`config.mk`:
```
export PLATFORM = sky130hd
export DESIGN_NAME = multichannel_burst_pulse_sequencer_unit_flat
export DESIGN_NICKNAME = d
export VERILOG_FILES = /design/src/rtl/core/mbps_pkg.sv /design/src/rtl/core/mbps_if.sv /design/src/rtl/core/mbps_cfg.sv /design/src/rtl/core/mbps_ctrl.sv /design/src/rtl/core/mbps_dp.sv /design/src/rtl/core/multichannel_burst_pulse_sequencer_unit.sv /design/src/flat_wrapper.sv
export SDC_FILE = /design/constraint.sdc
export NUM_CORES = 2
export LEC_CHECK = 0
export ABC_AREA = 0
export BUFFER_PORTS_ARGS = -buffer_cell sky130_fd_sc_hd__buf_4
export CAP_MARGIN = 20
export CORE_ASPECT_RATIO = 1.1
export CORE_MARGIN = 5
export CORE_UTILIZATION = 60
export CTS_BUF_LIST = sky130_fd_sc_hd__clkbuf_8
export CTS_CLUSTER_DIAMETER = 150
export DETAILED_ROUTE_END_ITERATION = 10
export PLACE_DENSITY = 0.77
export SLEW_MARGIN = 20
export SYNTH_ARGS = -nofsm -noshare
export SYNTH_HDL_FRONTEND = slang
export SYNTH_SLANG_ARGS = --single-unit
```
`constraint.sdc`:
```
create_clock -name i_clk -period 17.32 [get_ports i_clk]
set_clock_uncertainty 0.2 [all_clocks]
set_input_delay 3.464 -clock i_clk [delete_from_list [all_inputs] [get_ports i_clk]]
set_output_delay 3.464 -clock i_clk [all_outputs]
set_load 0.05 [all_outputs]
```
`src/rtl/core/mbps_pkg.sv`:
```
// Shared types and constants for the multichannel burst pulse sequencer.
`default_nettype none

package mbps_pkg;

    localparam int TIME_FIELD_W  = 16;
    localparam int COUNT_FIELD_W = 8;
    localparam int CH_FIELD_W    = 5;
    localparam int PERIOD_W      = 20;
    localparam int CODE_W        = 2;
    localparam int PADDR_W       = 4;
    localparam int PDATA_W       = 32;
    localparam int SLOT_GUARD    = 8;

    localparam logic [PERIOD_W-1:0] PERIOD_RESET = 20'd5000;

    localparam logic [CODE_W-1:0] CHK_PASS  = 2'd0;
    localparam logic [CODE_W-1:0] CHK_HIGH  = 2'd1;
    localparam logic [CODE_W-1:0] CHK_BURST = 2'd2;
    localparam logic [CODE_W-1:0] CHK_SLOT  = 2'd3;

    localparam logic [1:0] CFG_PADDED = 2'd0;
    localparam logic [1:0] CFG_PERIOD = 2'd1;
    localparam logic [1:0] CFG_RUN    = 2'd2;

    typedef enum logic [2:0] {
        PH_HIGH,
        PH_LOW,
        PH_PAUSE,
        PH_PAD,
        PH_IDLE
    } t_phase;

    typedef enum logic [2:0] {
        S_IDLE,
        S_SETTLE,
        S_SLOT,
        S_WR_MUL,
        S_WR_SUM,
        S_WR_NEED,
        S_WR_STORE,
        S_OUT
    } t_state;

    typedef struct packed {
        logic                     func;
        logic [CH_FIELD_W-1:0]    channel_index;
        logic                     active;
        logic [TIME_FIELD_W-1:0]  pulse_period;
        logic [TIME_FIELD_W-1:0]  pulse_high;
        logic [COUNT_FIELD_W-1:0] pulses_per_burst;
        logic [TIME_FIELD_W-1:0]  burst_pause;
        logic [COUNT_FIELD_W-1:0] bursts;
    } t_in_item;

    typedef struct packed {
        logic [CH_FIELD_W-1:0] drive_channel;
        logic                  drive_level;
        logic                  slot_end;
        logic [CODE_W-1:0]     check_code;
    } t_out_item;

    typedef struct packed {
        logic                padded;
        logic [PERIOD_W-1:0] period;
        logic                run;
    } t_cfg;

    typedef struct packed {
        logic load;
        logic advance;
        logic commit_found;
        logic commit_fail;
        logic res_idle;
        logic slot_set;
        logic slot_val;
        logic wr_mul;
        logic wr_sum;
        logic wr_need;
        logic wr_store;
    } t_seq_cmd;

    typedef struct packed {
        logic hit;
        logic leaves;
        logic run;
    } t_seq_sts;

endpackage

`default_nettype wire

```
`src/rtl/core/mbps_if.sv`:
```
// Valid/ready channel interfaces for sequencer items and results.
`default_nettype none

interface mbps_in_if
    import mbps_pkg::*;
();
    logic     valid;
    logic     ready;
    t_in_item data;

    modport source (output valid, output data, input ready);
    modport sink   (input valid, input data, output ready);
endinterface

interface mbps_out_if
    import mbps_pkg::*;
();
    logic      valid;
    logic      ready;
    t_out_item data;

    modport source (output valid, output data, input ready);
    modport sink   (input valid, input data, output ready);
endinterface

`default_nettype wire

```
`src/rtl/core/mbps_cfg.sv`:
```
// APB configuration registers: padded mode, channel period, run enable.
`default_nettype none

module mbps_cfg
    import mbps_pkg::*;
(
    input  wire logic               i_clk,
    input  wire logic               i_rst_n,
    input  wire logic               psel,
    input  wire logic               penable,
    input  wire logic               pwrite,
    input  wire logic [PADDR_W-1:0] paddr,
    input  wire logic [PDATA_W-1:0] pwdata,
    output logic      [PDATA_W-1:0] prdata,
    output logic                    pready,
    output t_cfg                    o_cfg
);

    logic                r_padded;
    logic [PERIOD_W-1:0] r_period;
    logic                r_run;
    logic [1:0]          w_idx;

    assign w_idx  = paddr[PADDR_W-1:2];
    assign pready = 1'b1;

    always_ff @(posedge i_clk) begin
        if (!i_rst_n) begin
            r_padded <= 1'b1;
            r_period <= PERIOD_RESET;
            r_run    <= 1'b0;
        end else if (psel && penable && pwrite) begin
            unique case (w_idx)
                CFG_PADDED: r_padded <= pwdata[0];
                CFG_PERIOD: r_period <= pwdata[PERIOD_W-1:0];
                CFG_RUN:    r_run    <= pwdata[0];
                default: ;
            endcase
        end
    end

    always_comb begin
        unique case (w_idx)
            CFG_PADDED: prdata = PDATA_W'(r_padded);
            CFG_PERIOD: prdata = PDATA_W'(r_period);
            CFG_RUN:    prdata = PDATA_W'(r_run);
            default:    prdata = '0;
        endcase
    end

    assign o_cfg = '{padded: r_padded, period: r_period, run: r_run};

endmodule

`default_nettype wire

```
`src/rtl/core/mbps_ctrl.sv`:
```
// Sequencer controller: tick settle/look-ahead stepping and write pipeline.
`default_nettype none

module mbps_ctrl
    import mbps_pkg::*;
#(
    parameter int CHANNELS = 18
) (
    input  wire logic     i_clk,
    input  wire logic     i_rst_n,
    input  wire logic     i_in_valid,
    input  wire logic     i_in_func,
    output logic          o_in_ready,
    output logic          o_out_valid,
    input  wire logic     i_out_ready,
    input  wire t_seq_sts i_sts,
    output t_seq_cmd      o_cmd
);

    localparam int SWEEP_GUARD = SLOT_GUARD * (CHANNELS + 1);
    localparam int STEP_W      = $clog2(SWEEP_GUARD);

    t_state            r_state;
    t_state            n_state;
    logic [STEP_W-1:0] r_steps;
    logic [STEP_W-1:0] n_steps;

    always_ff @(posedge i_clk) begin
        if (!i_rst_n) begin
            r_state <= S_IDLE;
            r_steps <= '0;
        end else begin
            r_state <= n_state;
            r_steps <= n_steps;
        end
    end

    always_comb begin
        n_state = r_state;
        unique case (r_state)
            S_IDLE: begin
                if (i_in_valid) begin
                    if (i_in_func)       n_state = S_WR_MUL;
                    else if (!i_sts.run) n_state = S_OUT;
                    else                 n_state = S_SETTLE;
                end
            end
            S_SETTLE: begin
                if (i_sts.hit)                                n_state = S_SLOT;
                else if (r_steps == STEP_W'(SWEEP_GUARD - 1)) n_state = S_OUT;
            end
            S_SLOT: begin
                if (i_sts.hit || i_sts.leaves || r_steps == STEP_W'(SLOT_GUARD - 1)) begin
                    n_state = S_OUT;
                end
            end
            S_WR_MUL:   n_state = S_WR_SUM;
            S_WR_SUM:   n_state = S_WR_NEED;
            S_WR_NEED:  n_state = S_WR_STORE;
            S_WR_STORE: n_state = S_OUT;
            S_OUT: begin
                if (i_out_ready) n_state = S_IDLE;
            end
            default: n_state = S_IDLE;
        endcase
    end

    always_comb begin
        o_cmd       = '0;
        o_in_ready  = 1'b0;
        o_out_valid = 1'b0;
        n_steps     = r_steps;
        unique case (r_state)
            S_IDLE: begin
                o_in_ready = 1'b1;
                n_steps    = '0;
                if (i_in_valid) begin
                    o_cmd.load = 1'b1;
                    if (!i_in_func && !i_sts.run) o_cmd.res_idle = 1'b1;
                end
            end
            S_SETTLE: begin
                if (i_sts.hit) begin
                    o_cmd.commit_found = 1'b1;
                    n_steps            = '0;
                end else begin
                    o_cmd.advance = 1'b1;
                    n_steps       = r_steps + 1'b1;
                    if (r_steps == STEP_W'(SWEEP_GUARD - 1)) o_cmd.commit_fail = 1'b1;
                end
            end
            S_SLOT: begin
                if (i_sts.hit) begin
                    o_cmd.slot_set = 1'b1;
                    o_cmd.slot_val = 1'b0;
                end else if (i_sts.leaves || r_steps == STEP_W'(SLOT_GUARD - 1)) begin
                    o_cmd.slot_set = 1'b1;
                    o_cmd.slot_val = 1'b1;
                end else begin
                    o_cmd.advance = 1'b1;
                    n_steps       = r_steps + 1'b1;
                end
            end
            S_WR_MUL:   o_cmd.wr_mul   = 1'b1;
            S_WR_SUM:   o_cmd.wr_sum   = 1'b1;
            S_WR_NEED:  o_cmd.wr_need  = 1'b1;
            S_WR_STORE: o_cmd.wr_store = 1'b1;
            S_OUT:      o_out_valid    = 1'b1;
            default: ;
        endcase
    end

`ifndef NO_ASSERTIONS
    a_write_latency: assert property (@(posedge i_clk) disable iff (!i_rst_n)
        (r_state == S_IDLE && i_in_valid && i_in_func) |-> ##5 (r_state == S_OUT))
        else $error("write transfer did not reach the result stage in time");

    a_disabled_tick: assert property (@(posedge i_clk) disable iff (!i_rst_n)
        (r_state == S_IDLE && i_in_valid && !i_in_func && !i_sts.run) |=> (r_state == S_OUT))
        else $error("disabled tick did not produce a result at once");

    a_cmd_excl: assert property (@(posedge i_clk) disable iff (!i_rst_n)
        !(o_cmd.advance && o_cmd.commit_found))
        else $error("advance and commit issued together");

    a_slot_bound: assert property (@(posedge i_clk) disable iff (!i_rst_n)
        (r_state == S_SLOT) |-> (r_steps < STEP_W'(SLOT_GUARD)))
        else $error("slot look-ahead ran past its guard");
`endif

endmodule

`default_nettype wire

```
`src/rtl/core/mbps_dp.sv`:
```
// Sequencer datapath: electrode tables, sequence position, write checks.
`default_nettype none

module mbps_dp
    import mbps_pkg::*;
#(
    parameter int CHANNELS   = 18,
    parameter int COUNT_BITS = 8,
    parameter int TIME_BITS  = 16
) (
    input  wire logic     i_clk,
    input  wire logic     i_rst_n,
    input  wire t_cfg     i_cfg,
    input  wire t_in_item i_in_data,
    input  wire t_seq_cmd i_cmd,
    output t_seq_sts      o_sts,
    output t_out_item     o_out_data
);

    localparam int TW     = (TIME_BITS < TIME_FIELD_W) ? TIME_BITS : TIME_FIELD_W;
    localparam int CW     = (COUNT_BITS < COUNT_FIELD_W) ? COUNT_BITS : COUNT_FIELD_W;
    localparam int CH_W   = (CHANNELS > 1) ? $clog2(CHANNELS) : 1;
    localparam int PPN_W  = TW + CW;
    localparam int SUM_W  = PPN_W + 1;
    localparam int NEED_W = SUM_W + CW;
    localparam int PCMP_W = (PPN_W > PERIOD_W) ? PPN_W : PERIOD_W;
    localparam int NCMP_W = (NEED_W > PERIOD_W) ? NEED_W : PERIOD_W;

    typedef struct packed {
        logic                active;
        logic                pulse_nz;
        logic                burst_nz;
        logic [CW-1:0]       n;
        logic [CW-1:0]       b;
        logic [TW-1:0]       hi;
        logic [TW-1:0]       lo;
        logic [TW-1:0]       pause;
        logic [PERIOD_W-1:0] pad;
    } t_chan_rec;

    t_chan_rec           r_tab [CHANNELS];
    t_phase              r_entry_tab [CHANNELS];
    logic [CHANNELS-1:0] r_valid;

    logic [CH_W-1:0]     r_cur_ch;
    logic [CW-1:0]       r_cur_burst;
    logic [CW-1:0]       r_cur_pulse;
    t_phase              r_cur_phase;
    logic [PERIOD_W-1:0] r_cur_timer;

    logic [CH_W-1:0]     r_wrk_ch;
    logic [CW-1:0]       r_wrk_burst;
    logic [CW-1:0]       r_wrk_pulse;
    t_phase              r_wrk_phase;
    logic [PERIOD_W-1:0] r_wrk_timer;

    t_in_item            r_item;
    logic [PPN_W-1:0]    r_ppn;
    logic [PPN_W-1:0]    r_pb;
    logic [SUM_W-1:0]    r_sum;
    logic [NEED_W-1:0]   r_need;
    logic [CODE_W-1:0]   r_code;
    t_out_item           r_res;

    t_chan_rec           rec;
    logic [CH_W-1:0]     nxt_ch;
    t_phase              nxt_entry;
    logic                in_pulse;
    logic [PERIOD_W-1:0] plen;
    logic                hit;
    t_phase              burst_start;

    logic [CH_W-1:0]     a_ch;
    logic [CW-1:0]       a_burst;
    logic [CW-1:0]       a_pulse;
    t_phase              a_phase;
    logic                a_leaves;

    logic [TW-1:0]       w_pp;
    logic [TW-1:0]       w_hi;
    logic [TW-1:0]       w_pause;
    logic [CW-1:0]       w_n;
    logic [CW-1:0]       w_b;
    logic                w_in_range;
    logic [CH_W-1:0]     w_idx;
    logic [CODE_W-1:0]   w_code;
    t_chan_rec           w_rec;
    t_phase              w_entry;
    logic [NCMP_W-1:0]   w_need_x;
    logic [NCMP_W-1:0]   w_per_x;

    // current electrode record and the entry phase of the next one
    assign rec       = r_valid[r_wrk_ch] ? r_tab[r_wrk_ch] : '0;
    assign nxt_ch    = (r_wrk_ch == CH_W'(CHANNELS - 1)) ? '0 : r_wrk_ch + 1'b1;
    assign nxt_entry = r_valid[nxt_ch] ? r_entry_tab[nxt_ch] : PH_IDLE;

    assign in_pulse    = rec.active && (r_wrk_pulse < rec.n) && (r_wrk_burst < rec.b);
    assign burst_start = (rec.n == '0 || !rec.pulse_nz) ? PH_PAUSE : PH_HIGH;

    always_comb begin
        case (r_wrk_phase)
            PH_HIGH:  plen = in_pulse ? PERIOD_W'(rec.hi) : '0;
            PH_LOW:   plen = in_pulse ? PERIOD_W'(rec.lo) : '0;
            PH_PAUSE: plen = (rec.active && r_wrk_burst < rec.b) ? PERIOD_W'(rec.pause) : '0;
            PH_PAD:   plen = (rec.active && i_cfg.padded) ? rec.pad : '0;
            PH_IDLE:  plen = (!rec.active && i_cfg.padded) ? i_cfg.period : '0;
            default:  plen = '0;
        endcase
    end

    assign hit = r_wrk_timer < plen;

    always_comb begin
        a_ch     = r_wrk_ch;
        a_burst  = r_wrk_burst;
        a_pulse  = r_wrk_pulse;
        a_phase  = r_wrk_phase;
        a_leaves = 1'b0;
        case (r_wrk_phase)
            PH_HIGH: a_phase = PH_LOW;
            PH_LOW: begin
                if ((({1'b0, r_wrk_pulse} + 1'b1) < {1'b0, rec.n}) && rec.pulse_nz) begin
                    a_pulse = r_wrk_pulse + 1'b1;
                    a_phase = PH_HIGH;
                end else begin
                    a_phase = PH_PAUSE;
                end
            end
            PH_PAUSE: begin
                if ((({1'b0, r_wrk_burst} + 1'b1) < {1'b0, rec.b}) && rec.burst_nz) begin
                    a_burst = r_wrk_burst + 1'b1;
                    a_pulse = '0;
                    a_phase = burst_start;
                end else begin
                    a_phase = PH_PAD;
                end
            end
            default: begin
                a_leaves = 1'b1;
                a_ch     = nxt_ch;
                a_burst  = '0;
                a_pulse  = '0;
                a_phase  = nxt_entry;
            end
        endcase
    end

    assign o_sts = '{hit: hit, leaves: a_leaves, run: i_cfg.run};

    // write path operands, kept at the stored widths
    assign w_pp       = r_item.pulse_period[TW-1:0];
    assign w_hi       = r_item.pulse_high[TW-1:0];
    assign w_pause    = r_item.burst_pause[TW-1:0];
    assign w_n        = r_item.pulses_per_burst[CW-1:0];
    assign w_b        = r_item.bursts[CW-1:0];
    assign w_in_range = {1'b0, r_item.channel_index} < (CH_FIELD_W + 1)'(CHANNELS);
    assign w_idx      = r_item.channel_index[CH_W-1:0];

    always_comb begin
        if (w_hi >= w_pp) begin
            w_code = CHK_HIGH;
        end else if (r_ppn >= PPN_W'(w_pause)) begin
            w_code = CHK_BURST;
        end else if (i_cfg.padded && (PCMP_W'(r_pb) >= PCMP_W'(i_cfg.period))) begin
            w_code = CHK_SLOT;
        end else begin
            w_code = CHK_PASS;
        end
    end

    always_comb begin
        w_need_x       = NCMP_W'(r_need);
        w_per_x        = NCMP_W'(i_cfg.period);
        w_rec.active   = r_item.active;
        w_rec.pulse_nz = (w_pp != '0) || (w_hi != '0);
        w_rec.burst_nz = ((w_n != '0) && w_rec.pulse_nz) || (w_pause != '0);
        w_rec.n        = w_n;
        w_rec.b        = w_b;
        w_rec.hi       = w_hi;
        w_rec.lo       = (w_pp > w_hi) ? (w_pp - w_hi) : '0;
        w_rec.pause    = w_pause;
        w_rec.pad      = (w_need_x >= w_per_x) ? '0 : PERIOD_W'(w_per_x - w_need_x);
        if (!r_item.active) begin
            w_entry = PH_IDLE;
        end else if (w_b == '0 || !w_rec.burst_nz) begin
            w_entry = PH_PAD;
        end else if (w_n == '0 || !w_rec.pulse_nz) begin
            w_entry = PH_PAUSE;
        end else begin
            w_entry = PH_HIGH;
        end
    end

    always_ff @(posedge i_clk) begin
        if (!i_rst_n) begin
            r_valid     <= '0;
            r_cur_ch    <= '0;
            r_cur_burst <= '0;
            r_cur_pulse <= '0;
            r_cur_phase <= PH_HIGH;
            r_cur_timer <= '0;
            r_wrk_ch    <= '0;
            r_wrk_burst <= '0;
            r_wrk_pulse <= '0;
            r_wrk_phase <= PH_HIGH;
            r_wrk_timer <= '0;
        end else begin
            if (i_cmd.load) begin
                r_wrk_ch    <= r_cur_ch;
                r_wrk_burst <= r_cur_burst;
                r_wrk_pulse <= r_cur_pulse;
                r_wrk_phase <= r_cur_phase;
                r_wrk_timer <= r_cur_timer;
            end
            if (i_cmd.advance) begin
                r_wrk_ch    <= a_ch;
                r_wrk_burst <= a_burst;
                r_wrk_pulse <= a_pulse;
                r_wrk_phase <= a_phase;
                r_wrk_timer <= '0;
            end
            if (i_cmd.commit_found) begin
                r_wrk_timer <= r_wrk_timer + 1'b1;
                r_cur_ch    <= r_wrk_ch;
                r_cur_burst <= r_wrk_burst;
                r_cur_pulse <= r_wrk_pulse;
                r_cur_phase <= r_wrk_phase;
                r_cur_timer <= r_wrk_timer + 1'b1;
            end
            if (i_cmd.commit_fail) begin
                r_cur_ch    <= a_ch;
                r_cur_burst <= a_burst;
                r_cur_pulse <= a_pulse;
                r_cur_phase <= a_phase;
                r_cur_timer <= '0;
            end
            if (i_cmd.wr_store && w_in_range) begin
                r_valid[w_idx] <= 1'b1;
            end
        end
    end

    always_ff @(posedge i_clk) begin
        if (i_cmd.load) begin
            r_item <= i_in_data;
        end
        if (i_cmd.wr_mul) begin
            r_ppn <= PPN_W'(w_pp) * PPN_W'(w_n);
            r_pb  <= PPN_W'(w_pause) * PPN_W'(w_b);
        end
        if (i_cmd.wr_sum) begin
            r_sum  <= SUM_W'(r_ppn) + SUM_W'(w_pause);
            r_code <= w_code;
        end
        if (i_cmd.wr_need) begin
            r_need <= NEED_W'(w_b) * NEED_W'(r_sum);
        end
        if (i_cmd.wr_store) begin
            if (w_in_range) begin
                r_tab[w_idx]       <= w_rec;
                r_entry_tab[w_idx] <= w_entry;
            end
            r_res <= '{drive_channel: '0, drive_level: 1'b0, slot_end: 1'b0,
                       check_code: r_code};
        end
        if (i_cmd.res_idle) begin
            r_res <= '{drive_channel: CH_FIELD_W'(r_cur_ch), drive_level: 1'b0,
                       slot_end: 1'b0, check_code: CHK_PASS};
        end
        if (i_cmd.commit_fail) begin
            r_res <= '{drive_channel: CH_FIELD_W'(a_ch), drive_level: 1'b0,
                       slot_end: 1'b0, check_code: CHK_PASS};
        end
        if (i_cmd.commit_found) begin
            r_res <= '{drive_channel: CH_FIELD_W'(r_wrk_ch),
                       drive_level: (r_wrk_phase == PH_HIGH),
                       slot_end: 1'b0, check_code: CHK_PASS};
        end
        if (i_cmd.slot_set) begin
            r_res.slot_end <= i_cmd.slot_val;
        end
    end

    assign o_out_data = r_res;

`ifndef NO_ASSERTIONS
    a_load_copy: assert property (@(posedge i_clk) disable iff (!i_rst_n)
        i_cmd.load |=> (r_wrk_ch == r_cur_ch && r_wrk_timer == r_cur_timer
                        && r_wrk_phase == r_cur_phase))
        else $error("working position differs from committed position after load");
`endif

endmodule

`default_nettype wire

```
`src/rtl/core/multichannel_burst_pulse_sequencer_unit.sv`:
```
// A tick transfer passes the settle state, the end-of-slot look-ahead if a phase with time is
// found, and the result state; settling checks at most 8*(CHANNELS+1) phases, the look-ahead
// at most 8. A disabled tick answers in the cycle after acceptance; a write runs multiply, sum,
// need and store steps (two multiplier stages). One item is in flight at a time; the next
// is taken once the result transfer completes. Synchronous active-low reset empties every
// electrode entry, returns the sequence to electrode 0 and loads the register defaults.
`default_nettype none

module multichannel_burst_pulse_sequencer_unit
    import mbps_pkg::*;
#(
    parameter int CHANNELS   = 18,
    parameter int COUNT_BITS = 8,
    parameter int TIME_BITS  = 16
) (
    input  wire logic               i_clk,
    input  wire logic               i_rst_n,
    mbps_in_if.sink                 i_in,
    mbps_out_if.source              o_out,
    input  wire logic               psel,
    input  wire logic               penable,
    input  wire logic               pwrite,
    input  wire logic [PADDR_W-1:0] paddr,
    input  wire logic [PDATA_W-1:0] pwdata,
    output logic      [PDATA_W-1:0] prdata,
    output logic                    pready
);

    t_cfg      w_cfg;
    t_seq_cmd  w_cmd;
    t_seq_sts  w_sts;
    logic      w_in_ready;
    logic      w_out_valid;
    t_out_item w_out_data;

    mbps_cfg u_cfg (
        .i_clk   (i_clk),
        .i_rst_n (i_rst_n),
        .psel    (psel),
        .penable (penable),
        .pwrite  (pwrite),
        .paddr   (paddr),
        .pwdata  (pwdata),
        .prdata  (prdata),
        .pready  (pready),
        .o_cfg   (w_cfg)
    );

    mbps_ctrl #(
        .CHANNELS (CHANNELS)
    ) u_ctrl (
        .i_clk       (i_clk),
        .i_rst_n     (i_rst_n),
        .i_in_valid  (i_in.valid),
        .i_in_func   (i_in.data.func),
        .o_in_ready  (w_in_ready),
        .o_out_valid (w_out_valid),
        .i_out_ready (o_out.ready),
        .i_sts       (w_sts),
        .o_cmd       (w_cmd)
    );

    mbps_dp #(
        .CHANNELS   (CHANNELS),
        .COUNT_BITS (COUNT_BITS),
        .TIME_BITS  (TIME_BITS)
    ) u_dp (
        .i_clk      (i_clk),
        .i_rst_n    (i_rst_n),
        .i_cfg      (w_cfg),
        .i_in_data  (i_in.data),
        .i_cmd      (w_cmd),
        .o_sts      (w_sts),
        .o_out_data (w_out_data)
    );

    assign i_in.ready  = w_in_ready;
    assign o_out.valid = w_out_valid;
    assign o_out.data  = w_out_data;

endmodule

`default_nettype wire
```
`src/flat_wrapper.sv`:
```
// flat-port wrapper written by rule: the top's interface ports become plain ports
module multichannel_burst_pulse_sequencer_unit_flat import mbps_pkg::*;
#(
    parameter int CHANNELS   = 18,
    parameter int COUNT_BITS = 8,
    parameter int TIME_BITS  = 16
)
  (i_clk, i_rst_n, psel, penable, pwrite, paddr, pwdata, prdata, pready, i_in_valid, i_in_data, i_in_ready, o_out_valid, o_out_data, o_out_ready);
  mbps_in_if i_in_i ();
  mbps_out_if o_out_i ();
  input  wire logic i_clk;
  input  wire logic i_rst_n;
  input  wire logic psel;
  input  wire logic penable;
  input  wire logic pwrite;
  input  wire logic [PADDR_W-1:0] paddr;
  input  wire logic [PDATA_W-1:0] pwdata;
  output logic      [PDATA_W-1:0] prdata;
  output logic pready;
  input wire logic [$bits(i_in_i.valid)-1:0] i_in_valid;
  input wire logic [$bits(i_in_i.data)-1:0] i_in_data;
  output wire logic [$bits(i_in_i.ready)-1:0] i_in_ready;
  output wire logic [$bits(o_out_i.valid)-1:0] o_out_valid;
  output wire logic [$bits(o_out_i.data)-1:0] o_out_data;
  input wire logic [$bits(o_out_i.ready)-1:0] o_out_ready;
  assign i_in_i.valid = i_in_valid;
  assign i_in_i.data = i_in_data;
  assign i_in_ready = i_in_i.ready;
  assign o_out_valid = o_out_i.valid;
  assign o_out_data = o_out_i.data;
  assign o_out_i.ready = o_out_ready;
  multichannel_burst_pulse_sequencer_unit #(.CHANNELS(CHANNELS), .COUNT_BITS(COUNT_BITS), .TIME_BITS(TIME_BITS)) u_core (.i_clk(i_clk), .i_rst_n(i_rst_n), .i_in(i_in_i), .o_out(o_out_i), .psel(psel), .penable(penable), .pwrite(pwrite), .paddr(paddr), .pwdata(pwdata), .prdata(prdata), .pready(pready));
endmodule
```
# Word level (Yosys, flattened, before mapping)
# Memory sizes are Yosys's and may differ from the RTL's. A register that Yosys moved wholly into a read port is not among the register bits.
# Index checks and enable logic that the tools add are counted.
[word_totals]
wordCells = 236
inputBits = 114
n_memories = 2
mem_bits_rw = 1620
ff_bits = 326
output_inout_bits = 44
[mem_list]
columns = ["memory", "depth", "width", "read_ports", "rd_ports_with_merged_regs", "write_ports", "line", "source"]
rows = [
  ["u_core.u_dp.r_tab", 18, 87, 1, 1, 1, "mbps_dp.sv:41", "t_chan_rec r_tab [CHANNELS];"],
  ["u_core.u_dp.r_entry_tab", 18, 3, 1, 0, 1, "mbps_dp.sv:42", "t_phase r_entry_tab [CHANNELS];"],
]
[classes]
addsub = 10
mux = 97
reduce_logical = 53
magnitude_cmp = 15
n_eq_ne = 22
bitwise = 2
multipliers = 3
[op_table]
columns = ["op", "n"]
rows = [
  ["2-to-1 mux 20 bit", 6],
  ["2-to-1 mux 8 bit", 14],
  ["one-hot mux 20 bit (5 select lines)", 1],
  ["2-to-1 mux 87 bit", 1],
  ["2-to-1 mux 16 bit", 4],
  ["one-hot mux 20 bit (3 select lines)", 1],
  ["multiplier 16 x 8 -> 24 bit", 2],
  ["one-hot mux 8 bit (3 select lines)", 2],
  ["nonzero test 16 bit", 3],
  ["2-to-1 mux 5 bit", 8],
  ["2-to-1 mux 3 bit", 13],
  ["2-to-1 mux 9 bit", 4],
  ["greater-or-equal comparator 33 x 20 -> 1 bit", 1],
  ["multiplier 8 x 25 -> 33 bit", 1],
  ["adder 24 x 16 -> 25 bit", 1],
  ["2-to-1 mux 1 bit", 25],
  ["adder 8 x 1 -> 8 bit, second input constant", 3],
  ["greater-or-equal comparator 24 x 16 -> 1 bit", 1],
  ["greater-or-equal comparator 24 x 20 -> 1 bit", 1],
  ["zero test 8 bit", 3],
  ["one-hot mux 3 bit (8 select lines)", 1],
  ["2-to-1 mux 2 bit", 11],
  ["adder 20 x 1 -> 20 bit, second input constant", 1],
  ["< comparator 20 bit", 1],
  ["other kinds (43)", 93],
]

# Depth between registers and ports, before layout
[depth]
depth_word = 14
ltp_mapped = 39
mapped_depth_nobuf = 25

# Hierarchy
# From an unflattened synthesis, not the netlist that was laid out.
[hier_totals]
hier_cells = 6071
hier_area_um2 = 94762.1
[modules_own_cells]
columns = ["mod", "cells_per_inst", "seq_area_each_um2", "area_per_inst_um2", "instances"]
rows = [
  ["mbps_dp", 5814, 56464.2, 92662.6, 1],
  ["mbps_cfg", 140, 440.4, 1201.2, 1],
  ["mbps_ctrl", 117, 220.2, 898.4, 1],
]

# Least setup slack after synthesis
# OpenSTA, ideal clock, no wires.
[synth_path]
path_kind = "input -> output"
startpoint = "in paddr[3]"
endpoint = "out prdata[0]"
slack_ns = 9.001
path_buffers = 0
stages = 2
t_arrival_ns = 4.655
required_time_ns = 13.656
cell_sequence = "mux2i_1 > o21ai_0"
[synth_between]
elab_chain_cells = 2
elab_cells_between_ends = 4
cone_classes = "2 x eq/ne; 1 x mux; 1 x reduce/logical"
[synth_rtl]
columns = ["item", "line", "source"]
rows = [
  ["start: declaration", "flat_wrapper.sv:16", "input wire logic [PADDR_W-1:0] paddr;"],
  ["== test 2 bit (tied with other cells)", "mbps_cfg.sv:43", "unique case (w_idx)"],
  ["one-hot mux 20 bit (3 select lines) (*)", "mbps_cfg.sv:43", ""],
  ["end: declaration", "flat_wrapper.sv:18", "output logic [PDATA_W-1:0] prdata;"],
]
# Mark *: on every way between the ends. The rest lies on a longest branch, timed or not.

==> flow_summary_export.csv <==
group,metric,value,unit
run_status,status,"completed",
logic_synthesis,syn-cell-area,0.0940,mm2
sta,fmax,0.0988,GHz
logic_synthesis,synth_fa_ha_area_frac,0.106,
routing,ant_nets,0,
worst_setup_path,start_kind,"flip-flop",
logic_synthesis,yosys_warnings,0,
run,maxCapViolCount,0,
logic_synthesis,synth_seq_area_share,0.608,
cts,cts_root_buf,"clkbuf_8",
cts,post_cts_resized,0,
worst_hold_path,holdPathStages,2,
layout,multiInputGateArea,0.0343,mm2
layout,syn_to_final_growth,9.53,%
grt,track_usage,0.293,
sta,worst_slew_pin_slew,1.30,ns
layout,nets,7103,
floorplanning,die_h,425,um
logic_synthesis,avgSynthCellArea,15.4,um2
sta,fin_tns_setup,0,ns
logic_synthesis,netlist_instances,6115,
worst_setup_path,path_class,"flip-flop to flip-flop",
sta,period_share,0.584,
cts,clk_path_buf_depth,4,
layout,final_common_cell,"edfxtp_1",
logic_synthesis,synth-edff-count,1805,
grt,grt_pass1_vias,56300,
routing,drt-total-wl,241000,um
layout,fill_cells,10600,
worst_hold_path,hp-class,"flip-flop to flip-flop",
cts,ctsHoldBuffers,0,
power,irDropWorstVdd,0.296,mV
logic_synthesis,yosys.area.top_type_share,0.576,
layout,register_area,0.0571,mm2
logic_synthesis,yosys_most_used_dff,"edfxtp_1",
routing,drc_errors,0,
cts,postCtsSetupBuffers,0,
cts,cts_tree,"built",
grt,antenna_found_initial,9,
power,pwr-share-seq,0.342,
power,p_per_area,179,mW/mm2
grt,grt_use_met1,0.403,
worst_setup_path,rr_worst_depth,22,
placement,portBuffers,130,
floorplanning,start_util,0.603,
placement,hpwl,147000,um
floorplanning,die_x,387,um
worst_setup_path,worst_setup_path_end_kind,"flip-flop",
grt,top_usage_layer,"met2",
power,power_leakage,34.7,nW
routing,via_per_inst,6.43,
logic_synthesis,synth_top_family_by_area,"multiplexers",
logic_synthesis,synth.largest_area_cell,"edfxtp_1",
routing,drtPass1Iterations,8,
floorplanning,rows,152,
power,p_sw_frac,0.383,
layout,drive_gt1_frac,0.175,
logic_synthesis,yosys_register_bits,1951,
power,intPower,11.4,mW
worst_setup_path,cp_max_fo,43,
cts,htree_levels,5,
sta,setup-violations-final,0,
routing,vias,55800,
placement,gp_congestion,0.909,
logic_synthesis,synth_cell_type_count,98,
grt,grt_util_met2,0.463,
logic_synthesis,yosys.area_share.simple,0.0698,
placement,placed_cells,8144,
grt,grt_max_degree,138,
routing,first_iter_violations,6569,
sta,relSlewSlack,0.131,
logic_synthesis,synthXorXnorAreaFrac,0.0125,
layout,fin_cells,8678,
grt,use_met3,0.0688,
power,total_power,18.4,mW
logic_synthesis,synth-compound-area-share,0.0554,
routing,wire_per_inst,27.8,um
power,combPwrFrac,0.465,
sta,maxSlewViolCount,0,
floorplanning,pin_count,158,
cts,cts_buffers,312,
worst_setup_path,cp_data_arrival_time,10.75,ns
logic_synthesis,async_flop_share,0,
cts,cts_sinks,1951,
logic_synthesis,synth_area_leaders,"edfxtp_1 58%, mux4_2 10%, fa_1 6.6%",
floorplanning,fp.dieArea,0.165,mm2
layout,mostFrequentLayoutCells,"1805 x edfxtp_1, 532 x nand2_1, 487 x inv_1, 424 x mux4_2, 323 x clkbuf_8",
power,p_clk_frac,0.193,
floorplanning,core_area,0.156,mm2
power,p_sw,7.07,mW
grt,grt_pass1_wl,358000,um
logic_synthesis,synthMuxAreaShare,0.118,
worst_setup_path,cp.required,17.94,ns
sta,timing.final.crit_period,10.12,ns
cts,clkLatencyLatePin,1.07,ns
cts,clk_transition_reported_paths,0.07,ns
grt,grt.overflow.total,0,
sta,rsz0062_at_grt,"false",
sta,final_hold_viol_count,0,
per-stage QoR:
stage | hold WS, ns | worst slack (ns) | utilization | area [um2]
global placement | 0.238 | 7.66 | 0.625 | 97500
CTS | 0.257 | 7.41 | 0.660 | 103000
global route | 0.279 | 6.86 | 0.660 | 103000
finish | 0.260 | 7.20 | 0.660 | 103000
floorplan | 0.232 | 9.00 | - | 94100
detailed placement | 0.248 | 7.51 | 0.625 | 97500
cells by family (layout without fill, tap and decap cells):
kind of cell | Yosys count | after routing
flops | 1951 | 1951
simple gates | 1363 | 1363
compound gates | 761 | 761
buf+inv | 718 | 1185
fa+ha+maj | 610 | 610
mux | 576 | 576
xor+xnor | 134 | 134
other cells | 2 | 19
critical path: stages (launching register included):
cell       delay [ns]
dfxtp_4          0.66
buf_4            0.75
buf_4            0.66
mux4_2           0.58
mux4_2           0.52
o211ai_1         0.71
ha_1             0.39
a21o_1           0.18
a21o_1           0.18
a21oi_1          0.20
nand3_1          0.10
buf_4            0.26
a21oi_1          1.02
a2111oi_0        0.21
ha_1             0.36
nand4_1          0.09
nor2_1           0.14
nand2_1          0.09
or4_4            0.56
o31ai_4          0.58
nand3_2          0.41
nand2_1          0.81
a211oi_1         0.10
synthesized netlist by cell type (17+ instances only):
master and instances:
nor3_1 49, xnor2_1 94, or3_1 23, nor4_1 29, xor2_1 40, a21oi_1 208
mux4_2 424, dfxtp_1 146, fa_1 309, o21ai_0 86, nor2b_1 40, a2111oi_0 18
buf_2 52, and2_1 248, clkbuf_1 207, o211ai_1 65, a211oi_1 65, ha_1 301
inv_1 400, mux2i_1 140, nand2b_1 26, buf_4 26, edfxtp_1 1805, buf_1 24
a31oi_1 23, nand4_1 29, o31ai_1 24, a21o_1 51, o21a_1 17, a22oi_1 36
nand3_1 71, o21bai_1 23, nand2_1 532, nor2_1 228, and3_1 29
final timing paths:
| path | slack (ns) | from | to |
|---|---|---|---|
| worst max register to register | 7.20 | flip-flop | u_core.u_dp.r_cur_timer[14] |
| worst max-delay path | 7.20 | flip-flop | u_core.u_dp.r_cur_timer[14] |
| worst min register to register | 0.26 | u_core.u_dp.r_cur_timer[17] | u_core.u_dp.r_cur_timer[17] |
| worst min-delay path | 0.26 | u_core.u_dp.r_cur_timer[17] | u_core.u_dp.r_cur_timer[17] |
final cells by class:
cell class / count / share of cell area
sequential: 1951 / 0.555
antenna: 6 / 0.000146
tap: 2079 / 0.0253
inverter: 403 / 0.0147
clock buffer: 323 / 0.0432
clock inverter: 205 / 0.00978
timing repair buffer: 254 / 0.0191
multi-input combinational: 3457 / 0.333
state kept, by name (all words and copies together) (netlist names), 9 cells and up, named ones only:
name	count
u_core.u_dp.r_ppn	24
u_core.u_dp.r_wrk_timer	20
u_core.u_dp.r_valid	18
u_core.u_dp.r_tab	1566
u_core.u_dp.r_entry_tab	54
u_core.u_dp.r_cur_timer	20
u_core.u_dp.r_pb	24
u_core.u_dp.r_sum	25
u_core.u_dp.w_pp	16
u_core.u_dp.w_hi	16
u_core.u_dp.w_pause	16
u_core.u_cfg.r_period	20
u_core.u_dp.o_out_data	9
u_core.u_dp.r_need	33
per-layer routing:
metal,wire [um],vias up
li1,-,23600
met1,91200,28400
met2,114000,3288
met3,25800,523
met4,10000,4
met5,32,-
power groups by stage:
stage	sequential [mW]	combinational [mW]	clock, mW
2_1_floorplan	6.29	6.52	0
3_3_place_gp	6.38	8.27	0
3_5_place_dp	6.39	8.52	0
4_1_cts	6.29	8.58	3.61
5_1_grt	6.32	9.69	3.85
6_report	6.30	8.58	3.56
No activity file was read; power rests on OpenSTA's default activity.
